$ cat config.mk
export PLATFORM = sky130hd
export DESIGN_NAME = spectral_voice_detector_flat
export DESIGN_NICKNAME = d
export VERILOG_FILES = /design/src/sv/svd_pkg.sv /design/src/sv/svd_bin_if.sv /design/src/sv/svd_res_if.sv /design/src/sv/svd_accum.sv /design/src/sv/svd_judge.sv /design/src/sv/spectral_voice_detector.sv /design/src/flat_wrapper.sv
export VERILOG_INCLUDE_DIRS = /design/src /design/src/sv
export SDC_FILE = /design/constraint.sdc
export NUM_CORES = 1
export LEC_CHECK = 0
export BUFFER_PORTS_ARGS = -buffer_cell sky130_fd_sc_hd__buf_2
export CAP_MARGIN = 20
export CORE_ASPECT_RATIO = 1.1
export CORE_MARGIN = 8
export CORE_UTILIZATION = 29
export DETAILED_ROUTE_END_ITERATION = 8
export PLACE_DENSITY = 0.45
export SETUP_SLACK_MARGIN = 0.15
export SLEW_MARGIN = 20
export SYNTH_ARGS = -nofsm -noshare
export SYNTH_HDL_FRONTEND = slang
export SYNTH_SLANG_ARGS = --single-unit
$ cat constraint.sdc
create_clock -name i_clk -period 23.4 [get_ports i_clk]
set_clock_uncertainty 0.15 [all_clocks]
set_input_delay 4.68 -clock i_clk [delete_from_list [all_inputs] [get_ports i_clk]]
set_output_delay 4.68 -clock i_clk [all_outputs]
set_load 0.01 [all_outputs]
$ cat src/sv/spectral_voice_detector_defines.svh
// assertion macros for the spectral voice detector
// expects i_clk and i_rst_n in the scope where a macro is used
`ifndef SPECTRAL_VOICE_DETECTOR_DEFINES_SVH
`define SPECTRAL_VOICE_DETECTOR_DEFINES_SVH

// same-cycle implication, off during reset
`define SVD_ASSERT_IMP(label, ante, cons) \
    label: assert property (@(posedge i_clk) disable iff (!i_rst_n) (ante) |-> (cons)) \
        else $error("spectral voice detector check failed");

// next-cycle implication, off during reset
`define SVD_ASSERT_NXT(label, ante, cons) \
    label: assert property (@(posedge i_clk) disable iff (!i_rst_n) (ante) |=> (cons)) \
        else $error("spectral voice detector check failed");

`endif

$ cat src/sv/svd_pkg.sv
// shared widths, register indexes, reset values and types of the spectral voice detector
// no dependencies
package svd_pkg;

    localparam int MAX_BINS = 1024;
    localparam int MAG_W    = 16;
    localparam int SUM_W    = 26;
    localparam int CNT_W    = $clog2(MAX_BINS + 1);
    localparam int IDX_W    = 10;
    localparam int MODE_W   = 4;
    localparam int REG_W    = 16;
    localparam int HZ_W     = 16;
    localparam int FRAC_W   = 8;

    localparam int AMP_PROD_W   = REG_W + CNT_W;
    localparam int PITCH_PROD_W = IDX_W + REG_W;

    localparam int CFG_IDX_W = 2;
    localparam logic [CFG_IDX_W-1:0] CFG_JUDGE_MODE      = 2'd0;
    localparam logic [CFG_IDX_W-1:0] CFG_AMP_THRESHOLD   = 2'd1;
    localparam logic [CFG_IDX_W-1:0] CFG_PITCH_THRESHOLD = 2'd2;
    localparam logic [CFG_IDX_W-1:0] CFG_BIN_RESOLUTION  = 2'd3;

    // judge_mode bit positions
    localparam int MODE_MEAN_ABOVE  = 0;
    localparam int MODE_PITCH_ABOVE = 1;
    localparam int MODE_MEAN_BELOW  = 2;
    localparam int MODE_PITCH_BELOW = 3;

    localparam logic [MODE_W-1:0] RST_JUDGE_MODE      = 4'd3;
    localparam logic [REG_W-1:0]  RST_AMP_THRESHOLD   = 16'd328;
    localparam logic [REG_W-1:0]  RST_PITCH_THRESHOLD = 16'd1000;
    localparam logic [REG_W-1:0]  RST_BIN_RESOLUTION  = 16'd689;

    typedef struct packed {
        logic [MODE_W-1:0] judge_mode;
        logic [REG_W-1:0]  amp_threshold;
        logic [REG_W-1:0]  pitch_threshold;
        logic [REG_W-1:0]  bin_resolution;
    } t_cfg;

    // summary of one finished frame
    typedef struct packed {
        logic             valid;
        logic [SUM_W-1:0] level_sum;
        logic [CNT_W-1:0] bins_seen;
        logic [IDX_W-1:0] peak_index;
    } t_frame;

    typedef struct packed {
        logic             voice_detected;
        logic             mean_above;
        logic             pitch_above;
        logic [IDX_W-1:0] peak_bin;
        logic [HZ_W-1:0]  pitch_hz;
    } t_result;

endpackage

$ cat src/sv/svd_bin_if.sv
// stream of spectrum bins into the detector
// depends on svd_pkg
interface svd_bin_if;
    import svd_pkg::*;

    logic             valid;
    logic             ready;
    logic [MAG_W-1:0] bin_magnitude;
    logic             last_bin;

    modport source (output valid, output bin_magnitude, output last_bin, input ready);
    modport sink   (input valid, input bin_magnitude, input last_bin, output ready);
endinterface

$ cat src/sv/svd_res_if.sv
// stream of per-frame results out of the detector
// depends on svd_pkg
interface svd_res_if;
    import svd_pkg::*;

    logic             valid;
    logic             ready;
    logic             voice_detected;
    logic             mean_above;
    logic             pitch_above;
    logic [IDX_W-1:0] peak_bin;
    logic [HZ_W-1:0]  pitch_hz;

    modport source (output valid, output voice_detected, output mean_above,
                    output pitch_above, output peak_bin, output pitch_hz, input ready);
    modport sink   (input valid, input voice_detected, input mean_above,
                    input pitch_above, input peak_bin, input pitch_hz, output ready);
endinterface

$ cat src/sv/svd_accum.sv
// per-bin accumulation of sum, count and first strict peak; frame summary register
// depends on svd_pkg and svd_bin_if
module svd_accum (
    input  logic            i_clk,
    input  logic            i_rst_n,
    svd_bin_if.sink         i_bin,
    input  logic            i_frm_ready,
    output svd_pkg::t_frame o_frm
);
    import svd_pkg::*;

    logic [SUM_W-1:0] r_sum, n_sum;
    logic [CNT_W-1:0] r_bins_seen, n_bins_seen;
    logic [MAG_W-1:0] r_peak_level, n_peak_level;
    logic [IDX_W-1:0] r_peak_index, n_peak_index;
    t_frame           r_frm, n_frm;

    logic             w_accept;
    logic             w_in_range;
    logic [SUM_W-1:0] w_sum_upd;
    logic [CNT_W-1:0] w_cnt_upd;
    logic [MAG_W-1:0] w_lvl_upd;
    logic [IDX_W-1:0] w_idx_upd;

    assign i_bin.ready = !r_frm.valid || i_frm_ready;
    assign w_accept    = i_bin.valid && i_bin.ready;
    assign w_in_range  = r_bins_seen < CNT_W'(MAX_BINS);

    // bins past the frame limit leave the state alone
    always_comb begin
        w_sum_upd = r_sum;
        w_cnt_upd = r_bins_seen;
        w_lvl_upd = r_peak_level;
        w_idx_upd = r_peak_index;
        if (w_in_range) begin
            w_sum_upd = r_sum + SUM_W'(i_bin.bin_magnitude);
            w_cnt_upd = r_bins_seen + CNT_W'(1);
            if (i_bin.bin_magnitude > r_peak_level) begin
                w_lvl_upd = i_bin.bin_magnitude;
                w_idx_upd = r_bins_seen[IDX_W-1:0];
            end
        end
    end

    always_comb begin
        n_sum        = r_sum;
        n_bins_seen  = r_bins_seen;
        n_peak_level = r_peak_level;
        n_peak_index = r_peak_index;
        n_frm        = r_frm;
        if (i_frm_ready) begin
            n_frm.valid = 1'b0;
        end
        if (w_accept) begin
            if (i_bin.last_bin) begin
                n_frm.valid      = 1'b1;
                n_frm.level_sum  = w_sum_upd;
                n_frm.bins_seen  = w_cnt_upd;
                n_frm.peak_index = w_idx_upd;
                n_sum            = '0;
                n_bins_seen      = '0;
                n_peak_level     = '0;
                n_peak_index     = '0;
            end else begin
                n_sum        = w_sum_upd;
                n_bins_seen  = w_cnt_upd;
                n_peak_level = w_lvl_upd;
                n_peak_index = w_idx_upd;
            end
        end
    end

    always_ff @(posedge i_clk) begin
        if (!i_rst_n) begin
            r_sum        <= '0;
            r_bins_seen  <= '0;
            r_peak_level <= '0;
            r_peak_index <= '0;
            r_frm.valid  <= 1'b0;
        end else begin
            r_sum        <= n_sum;
            r_bins_seen  <= n_bins_seen;
            r_peak_level <= n_peak_level;
            r_peak_index <= n_peak_index;
            r_frm.valid  <= n_frm.valid;
        end
        r_frm.level_sum  <= n_frm.level_sum;
        r_frm.bins_seen  <= n_frm.bins_seen;
        r_frm.peak_index <= n_frm.peak_index;
    end

    assign o_frm = r_frm;

endmodule

$ cat src/sv/svd_judge.sv
// frame judgment: mean and pitch tests, pitch scaling, result register
// depends on svd_pkg and svd_res_if
module svd_judge (
    input  logic            i_clk,
    input  logic            i_rst_n,
    input  svd_pkg::t_frame i_frm,
    input  svd_pkg::t_cfg   i_cfg,
    output logic            o_frm_ready,
    svd_res_if.source       o_res
);
    import svd_pkg::*;

    t_result                 r_res, n_res;
    logic                    r_res_valid, n_res_valid;

    logic                    w_adv;
    logic [AMP_PROD_W-1:0]   w_amp_prod;
    logic [PITCH_PROD_W-1:0] w_pitch_prod;
    logic                    w_mean_up;
    logic                    w_pitch_up;
    logic                    w_ok;

    assign w_adv       = !r_res_valid || o_res.ready;
    assign o_frm_ready = w_adv;

    // mean > threshold done as sum > threshold * count, exact
    assign w_amp_prod   = AMP_PROD_W'(i_cfg.amp_threshold) * AMP_PROD_W'(i_frm.bins_seen);
    assign w_mean_up    = AMP_PROD_W'(i_frm.level_sum) > w_amp_prod;
    assign w_pitch_prod = PITCH_PROD_W'(i_frm.peak_index) * PITCH_PROD_W'(i_cfg.bin_resolution);
    assign w_pitch_up   = w_pitch_prod > {PITCH_PROD_W'(i_cfg.pitch_threshold) << FRAC_W};

    assign w_ok = !(i_cfg.judge_mode[MODE_MEAN_ABOVE]  && !w_mean_up)
               && !(i_cfg.judge_mode[MODE_PITCH_ABOVE] && !w_pitch_up)
               && !(i_cfg.judge_mode[MODE_MEAN_BELOW]  &&  w_mean_up)
               && !(i_cfg.judge_mode[MODE_PITCH_BELOW] &&  w_pitch_up);

    always_comb begin
        n_res       = r_res;
        n_res_valid = r_res_valid;
        if (w_adv) begin
            n_res_valid = i_frm.valid;
            if (i_frm.valid) begin
                n_res.voice_detected = w_ok;
                n_res.mean_above     = w_mean_up;
                n_res.pitch_above    = w_pitch_up;
                n_res.peak_bin       = i_frm.peak_index;
                // saturate once the hertz value outgrows its field
                if (|w_pitch_prod[PITCH_PROD_W-1:FRAC_W+HZ_W]) begin
                    n_res.pitch_hz = '1;
                end else begin
                    n_res.pitch_hz = w_pitch_prod[FRAC_W+HZ_W-1:FRAC_W];
                end
            end
        end
    end

    always_ff @(posedge i_clk) begin
        if (!i_rst_n) begin
            r_res_valid <= 1'b0;
        end else begin
            r_res_valid <= n_res_valid;
        end
        r_res <= n_res;
    end

    assign o_res.valid          = r_res_valid;
    assign o_res.voice_detected = r_res.voice_detected;
    assign o_res.mean_above     = r_res.mean_above;
    assign o_res.pitch_above    = r_res.pitch_above;
    assign o_res.peak_bin       = r_res.peak_bin;
    assign o_res.pitch_hz       = r_res.pitch_hz;

endmodule

$ cat src/sv/spectral_voice_detector.sv
// Spectral voice detector top level: configuration registers, accumulator, judge stage.
// Depends on svd_pkg, svd_bin_if, svd_res_if, svd_accum, svd_judge and the defines header.
//
// Usage: spectrum bins enter on i_bin, one magnitude per transfer, with last_bin set on
// the final bin of a frame. A full frame streams in at one bin per clock while
// i_bin.ready stays high. Only a last bin makes a result: one transfer on o_res carrying
// the detect flag, both above-threshold flags, the peak bin and the pitch in hertz.
// The result passes through the frame summary register, then the multiply-and-compare
// stage that loads the result register. Results can leave at one per cycle while
// o_res.ready stays high. Configuration is written through i_cfg_we / i_cfg_index /
// i_cfg_wdata; the user must write it only while the block is idle, which the block
// itself does not enforce; a write lands on the same edge.
// Reset (synchronous, i_rst_n low) restores the register defaults, clears the running
// frame and drops any pending result.
// When the receiver stalls, the result register holds and one further frame summary is
// buffered; bins keep flowing until a second frame ends, then i_bin.ready drops until
// the result is taken.
`include "spectral_voice_detector_defines.svh"

module spectral_voice_detector (
    input  logic                          i_clk,
    input  logic                          i_rst_n,
    svd_bin_if.sink                       i_bin,
    svd_res_if.source                     o_res,
    input  logic                          i_cfg_we,
    input  logic [svd_pkg::CFG_IDX_W-1:0] i_cfg_index,
    input  logic [svd_pkg::REG_W-1:0]     i_cfg_wdata
);
    import svd_pkg::*;

    t_cfg   r_cfg, n_cfg;
    t_frame w_frm;
    logic   w_frm_ready;

    always_comb begin
        n_cfg = r_cfg;
        if (i_cfg_we) begin
            case (i_cfg_index)
                CFG_JUDGE_MODE:      n_cfg.judge_mode      = i_cfg_wdata[MODE_W-1:0];
                CFG_AMP_THRESHOLD:   n_cfg.amp_threshold   = i_cfg_wdata;
                CFG_PITCH_THRESHOLD: n_cfg.pitch_threshold = i_cfg_wdata;
                CFG_BIN_RESOLUTION:  n_cfg.bin_resolution  = i_cfg_wdata;
                default:             n_cfg = r_cfg;
            endcase
        end
    end

    always_ff @(posedge i_clk) begin
        if (!i_rst_n) begin
            r_cfg.judge_mode      <= RST_JUDGE_MODE;
            r_cfg.amp_threshold   <= RST_AMP_THRESHOLD;
            r_cfg.pitch_threshold <= RST_PITCH_THRESHOLD;
            r_cfg.bin_resolution  <= RST_BIN_RESOLUTION;
        end else begin
            r_cfg <= n_cfg;
        end
    end

    svd_accum u_accum (
        .i_clk       (i_clk),
        .i_rst_n     (i_rst_n),
        .i_bin       (i_bin),
        .i_frm_ready (w_frm_ready),
        .o_frm       (w_frm)
    );

    svd_judge u_judge (
        .i_clk       (i_clk),
        .i_rst_n     (i_rst_n),
        .i_frm       (w_frm),
        .i_cfg       (r_cfg),
        .o_frm_ready (w_frm_ready),
        .o_res       (o_res)
    );

    // a frame end always leaves a summary behind
    `SVD_ASSERT_NXT(a_last_makes_frame, i_bin.valid && i_bin.ready && i_bin.last_bin, w_frm.valid)
    // both stages full and stalled: no more bins
    `SVD_ASSERT_IMP(a_full_blocks_input, w_frm.valid && o_res.valid && !o_res.ready, !i_bin.ready)
    // a pitch above any threshold needs a nonzero peak index
    `SVD_ASSERT_IMP(a_pitch_needs_peak, o_res.valid && (o_res.pitch_above || o_res.pitch_hz != 0), o_res.peak_bin != 0)

endmodule

$ cat src/flat_wrapper.sv
// flat-port wrapper written by rule: the top's interface ports become plain ports
module spectral_voice_detector_flat import svd_pkg::*;
  (i_clk, i_rst_n, i_cfg_we, i_cfg_index, i_cfg_wdata, i_bin_valid, i_bin_bin_magnitude, i_bin_last_bin, i_bin_ready, o_res_valid, o_res_voice_detected, o_res_mean_above, o_res_pitch_above, o_res_peak_bin, o_res_pitch_hz, o_res_ready);
  svd_bin_if i_bin_i ();
  svd_res_if o_res_i ();
  input  logic i_clk;
  input  logic i_rst_n;
  input  logic i_cfg_we;
  input  logic [svd_pkg::CFG_IDX_W-1:0] i_cfg_index;
  input  logic [svd_pkg::REG_W-1:0] i_cfg_wdata;
  input wire logic [$bits(i_bin_i.valid)-1:0] i_bin_valid;
  input wire logic [$bits(i_bin_i.bin_magnitude)-1:0] i_bin_bin_magnitude;
  input wire logic [$bits(i_bin_i.last_bin)-1:0] i_bin_last_bin;
  output wire logic [$bits(i_bin_i.ready)-1:0] i_bin_ready;
  output wire logic [$bits(o_res_i.valid)-1:0] o_res_valid;
  output wire logic [$bits(o_res_i.voice_detected)-1:0] o_res_voice_detected;
  output wire logic [$bits(o_res_i.mean_above)-1:0] o_res_mean_above;
  output wire logic [$bits(o_res_i.pitch_above)-1:0] o_res_pitch_above;
  output wire logic [$bits(o_res_i.peak_bin)-1:0] o_res_peak_bin;
  output wire logic [$bits(o_res_i.pitch_hz)-1:0] o_res_pitch_hz;
  input wire logic [$bits(o_res_i.ready)-1:0] o_res_ready;
  assign i_bin_i.valid = i_bin_valid;
  assign i_bin_i.bin_magnitude = i_bin_bin_magnitude;
  assign i_bin_i.last_bin = i_bin_last_bin;
  assign i_bin_ready = i_bin_i.ready;
  assign o_res_valid = o_res_i.valid;
  assign o_res_voice_detected = o_res_i.voice_detected;
  assign o_res_mean_above = o_res_i.mean_above;
  assign o_res_pitch_above = o_res_i.pitch_above;
  assign o_res_peak_bin = o_res_i.peak_bin;
  assign o_res_pitch_hz = o_res_i.pitch_hz;
  assign o_res_i.ready = o_res_ready;
  spectral_voice_detector u_core (.i_clk(i_clk), .i_rst_n(i_rst_n), .i_bin(i_bin_i), .o_res(o_res_i), .i_cfg_we(i_cfg_we), .i_cfg_index(i_cfg_index), .i_cfg_wdata(i_cfg_wdata));
endmodule
After elaboration in Yosys (flattened, before gate mapping). Cells that the tools add are included.

Register bits after elaboration: 193. Bits of input ports: 40. Word-level logic and storage cells: 71.

$add $sub $neg: 2. Multiply operators: 2. Order comparisons: 4. Eq/ne operators: 3. Muxes and demuxes: 13. Reductions and logical operators: 29.

Operators by type and width (count): $mux W48 (2); $mux W26 (2); $mux W16 (3); $mux W10 (3); $gt A26 B27 Y1 (1); $mul A16 B11 Y27 (1); $add A26 B16 Y26 (1); $gt A26 B24 Y1 (1); $mul A10 B16 Y26 (1); $mux W11 (2); $gt A16 B16 Y1 (1); $reduce_and A2 Y1 (6); $add A11 B1 Y11 const B (1); $lt A11 B11 Y1 const B (1); $logic_and A1 B1 Y1 (8); $logic_not A1 Y1 (8); $eq A2 B2 Y1 const B (2); $reduce_bool A2 Y1 (2); $reduce_and A3 Y1 (1); $eq A2 B1 Y1 const B (1); $logic_not A2 Y1 (1); $logic_or A1 B1 Y1 (2); $reduce_or A2 Y1 (1); $mux W1 (1).

Longest topological paths before layout.
Depth in word-level cells: 8. Depth in mapped cells: 32. Gate-level depth less buffers: 31.

Cells and area by module. From an unflattened synthesis, not the netlist that was laid out.

Cell total of the unflattened synthesis: 2239. Area total of the unflattened synthesis: 20719.9 um2.

Modules (own cells, without submodules): svd_judge (instances 1, cells each 1454, area each 12832.3 um2, seq. area each 890.9 um2); svd_accum (instances 1, cells each 581, area each 5854.4 um2, seq. area each 2692.6 um2); spectral_voice_detector (instances 1, cells each 204, area each 2033.2 um2, seq. area each 1041.0 um2).

Least setup slack after synthesis. Ideal clock, no wire load.

Path type: input to output. Start point: input o_res_ready. End point: output i_bin_ready. Arrival: 4976 ps. Data required time: 18570 ps. Setup slack: 13594 ps. Cell stages on the path: 2. Path through: nor2b_1 -> nand2_1.

Longest elaborated chain between the ends: 2.

RTL lines: from (decl) (line flat_wrapper.sv:21) `input wire logic [$bits(o_res_i.ready)-1:0] o_res_ready;`; $logic_or A1 B1 Y1 (line svd_judge.sv:23) `assign w_adv = !r_res_valid || o_res.ready;`; $logic_or A1 B1 Y1 (line svd_accum.sv:25) `assign i_bin.ready = !r_frm.valid || i_frm_ready;`; to (decl) (line flat_wrapper.sv:14) `output wire logic [$bits(i_bin_i.ready)-1:0] i_bin_ready;`.

Every way passes these cells.

Worst setup path after layout. Ends and elaborated chain as after synthesis.

==> results.py <==
metrics = {
    "route": {
        "drc": 0,
        "drtAntennaViolNets": 0,
        "first_iter_violations": 673,
        "wirelength_mm": 52.6,
        "dr.pass1.iters": 4,
        "post_drt_wl_per_cell_um": 16.7,
        "via_per_inst": 4.69,
        "vias_after_detailed_routing": 14800,
    },
    "die": {
        "floorplan.die_area_um2": 78200,
        "initial_utilization_pct": 29.3,
        "dieWidth_um": 267,
        "rows": 101,
        "coreArea_um2": 68900,
        "die-height_um": 293,
        "pin_count": 71,
    },
    "clocking": {
        "worst_skew_pair.late_latency_ns": 0.45,
        "post_cts.repair.setup_buffers": 0,
        "htree_levels": 4,
        "cts_sinks": 193,
        "clockBufferDepth": 2,
        "cts_root_buf": "clkbuf_16",
        "cts-buffers-inserted": 17,
        "cts_hold_repair.buffers": 0,
        "ctsResizeCount": 0,
        "tritoncts": "built",
        "clkSlewWorstSetupHoldPaths_ns": 0.08,
    },
    "yosys": {
        "yosys_register_bits": 193,
        "syn-cell-area_um2": 20200,
        "yosysTopAreaCell": "fa_1",
        "post-synth-top-area-fraction_pct": 23.4,
        "synth-warning-count": 0,
        "synth.net_count": 2680,
        "netlist_top_cells_area": "fa_1, ha_1, dfxtp_1",
        "synth.mux.area_fraction_pct": 1.01,
        "post_synth_and_or_nand_nor_area_fraction_pct": 17.5,
        "ys_seq_area_share_pct": 22.9,
        "combinational_family_with_the_most_area_after_synthesis": "adder cells",
        "asyncSetResetFlopFracSynth_pct": 0,
        "synthAdderAreaFrac_pct": 35.9,
        "synth_compound_gate_area_share_pct": 11.3,
        "synth_flop_cell": "dfxtp_1",
        "synthesis.instances": 2203,
        "post_synth_edffs": 76,
        "post_synth.cell_area_avg_um2": 9.15,
        "yosysUniqueCellTypes": 72,
        "post_synth_xor_area_fraction_pct": 3.35,
    },
    "setup_path": {
        "crit_fanout": 4,
        "peak_per_stage_delay_on_the_critical_path_ns": 0.28,
        "worstSetupPathDepth": 4,
        "worst_path_required_time_ns": 18.57,
        "worst_setup_path_start_kind": "input port",
        "critical-path-slowest-cell": "nor2b_1",
        "critical_path.n_buffers_inverters": 2,
        "critical-path-top-cell-by-count": "buf_2",
        "endpoint_kind": "primary output",
        "crit_family": "simple AND/OR/NAND/NOR gates",
        "cell_by_cell_trace_of_the_critical_path": "buf_2 > nor2b_1 > nand2_1 > buf_2",
        "reg2regPathDepth": 28,
        "worst-setup-path-type": "input port to primary output",
        "worstPathArrival_ns": 5.38,
    },
    "power_and_ir_drop": {
        "pwr_density_cell_nw_per_um2": 56.4,
        "leakage_nw": 10.1,
        "p_int_w": 0.000750,
        "power_frac_comb_pct": 44.3,
        "fin_total_pwr_w": 0.00124,
        "seq_power_share_pct": 31.4,
        "total_switching_power_w": 0.000491,
        "switching_share_pct": 39.6,
        "pwr-share-clk_pct": 24.3,
        "max-vdd-ir-drop_mv": 0.0534,
    },
    "global_route": {
        "grt_max_degree": 64,
        "global_route_wire_length_before_repair_mm": 87.2,
        "grt-ovfl-total": 0,
        "number_of_global_route_vias_before_repair": 15800,
        "track_usage_pct": 13.9,
        "antenna_found_initial": 0,
    },
    "hold_path": {
        "hold_depth": 2,
        "worst_hold_path_type": "register to register",
    },
    "timing": {
        "count_of_final_setup_violators": 0,
        "timing.final.crit_share_pct": 43.6,
        "fmax_mhz": 98.0,
        "timing.slew.headroom_pct": 28.4,
        "setup_tns_ns": 0,
        "finalMaxSlewViolations": 0,
        "finalWorstPathRequiredPeriod_ns": 10.21,
        "setup_repair_after_global_routing_missed_its_margin": "false",
        "worst_pin_slew_ns": 1.07,
        "hold_violations": 0,
    },
    "final_layout": {
        "diodes": 0,
        "final_net_count": 2682,
        "layout.cells.non_filler": 3145,
        "drive_gt1_share_pct": 7.30,
        "area_growth_syn_to_layout_pct": 9.07,
        "fill_cells": 7170,
    },
    "placement": {
        "place.detailed.instances": 3113,
        "placement.io_buffers": 70,
        "place_congestion": 0.801,
        "detailed_place_hpwl_mm": 41.7,
    },
    "status": {
        "status": "completed",
    },
    "job": {
        "max_cap_violations": 0,
    },
}
[Yosys cell counts, types with 6 or more instances]
cell type  count
edfxtp_1      76
nor4_1         9
nand4_1       15
xnor2_1       42
xor2_1        35
nand3_1       36
nor3_1        10
dfxtp_1      117
mux2_2        14
a21boi_0      40
nand2_1      330
o21bai_1       9
nand2b_1      18
a22oi_1       21
a31oi_1        6
inv_1        335
nor2_1        44
fa_1         236
o211ai_1      13
o21ai_0       67
and3_1         6
clkbuf_1      93
a21oi_1       65
nor2b_1       39
ha_1         201
a21o_1        29
and2_1       179
o21a_1        12
a22o_1        26
[flip-flops by register name, summed over array words and instances, names as in the netlist, 10 cells and up]
signal and count:
u_core.u_judge.o_res.peak_bin 10, u_core.u_accum.r_peak_level 16, u_core.u_judge.o_res.pitch_hz 16, u_core.u_accum.o_frm 48, u_core.u_accum.r_sum 26, u_core.u_accum.r_peak_index 10, u_core.u_accum.r_bins_seen 11, u_core.r_cfg 52
[worst register-to-register path, delay by kind of cell (launching register included)]
| kind | cells | cell delay [ns] |
|---|---|---|
| fa+ha+maj | 7 | 3.21 |
| compound gates | 10 | 2.21 |
| simple gates | 7 | 1.58 |
| flops | 1 | 0.84 |
| buf+inv | 3 | 0.18 |
| xor+xnor | 1 | 0.17 |
[logic make-up (layout without fill, tap and decap cells)]
group | count (synthesis) | count (layout)
AO/OA/AOI/OAI | 333 | 333
XOR/XNOR | 77 | 77
adder cells (fa/ha/maj) | 437 | 437
buffers and inverters | 430 | 445
flip-flops | 193 | 193
multiplexers | 18 | 18
AND/OR/NAND/NOR | 715 | 715
[metrics by stage]
step / utilization (%) / setup WS (ns) / hold WS [ns] / cell area (um2)
2_1_floorplan: - / 13.59 / 0.290 / 20200
3_3_place_gp: 31.0 / 13.20 / 0.301 / 21400
3_5_place_dp: 31.1 / 13.18 / 0.310 / 21400
4_1_cts: 31.9 / 13.18 / 0.323 / 22000
5_1_grt: 31.9 / 13.13 / 0.345 / 22000
6_report: 31.9 / 13.19 / 0.319 / 22000
[cell type report]
| type | instances | area, um2 | area share [%] |
|---|---|---|---|
| Tap cell | 927 | 1160 | 5.28 |
| Clock buffer | 17 | 425 | 1.93 |
| Timing Repair Buffer | 78 | 410 | 1.87 |
| Clock inverter | 15 | 173 | 0.785 |
| Multi-Input combinational cell | 1580 | 13900 | 63.4 |
| Sequential cell | 193 | 4620 | 21.0 |
| Inverter | 335 | 1260 | 5.72 |
[final timing paths]
kind                            start                             endpoint  slack (ns)
max reg2reg  u_core.u_accum.o_frm[13]  u_core.u_judge.o_res.voice_detected       14.90
max                       o_res_ready                          i_bin_ready       13.19
min                  u_core.r_cfg[31]                     u_core.r_cfg[31]        0.32
min reg2reg          u_core.r_cfg[31]                     u_core.r_cfg[31]        0.32
[cells in the final DEF (no fill, tap or decap), types with 8 or more instances in the layout]
master,n
a21boi_0,40
a21o_1,29
a21oi_1,65
a22o_1,26
a22oi_1,21
and2_1,179
buf_2,70
buf_4,8
clkbuf_16,17
dfxtp_1,117
edfxtp_1,76
fa_1,236
ha_1,201
inv_1,334
mux2_2,14
nand2_1,330
nand2b_1,18
nand3_1,36
nand4_1,15
nor2_1,42
nor2b_1,38
nor3_1,10
nor4_1,9
o211ai_1,13
o21a_1,12
o21ai_0,67
o21bai_1,9
xnor2_1,42
xor2_1,35
[power by group through the flow]
stage	clock network [W]	logic [W]	registers, W
after floorplan	0	0.000415	0.000383
after detailed placement	0	0.000553	0.000397
final	0.000302	0.000550	0.000389
after global placement	0	0.000548	0.000397
after CTS	0.000313	0.000558	0.000389
after global routing	0.000326	0.000637	0.000391
[routing by layer]
layer	GRT usage (%)	wire (um)	vias up
met3	1.39	1230	49
met4	3.61	894	0
met5	0	0	-
met1	18.9	25000	7403
met2	23.3	25400	191
li1	-	-	7111
Note: power is estimated with default switching activity, not from simulation.
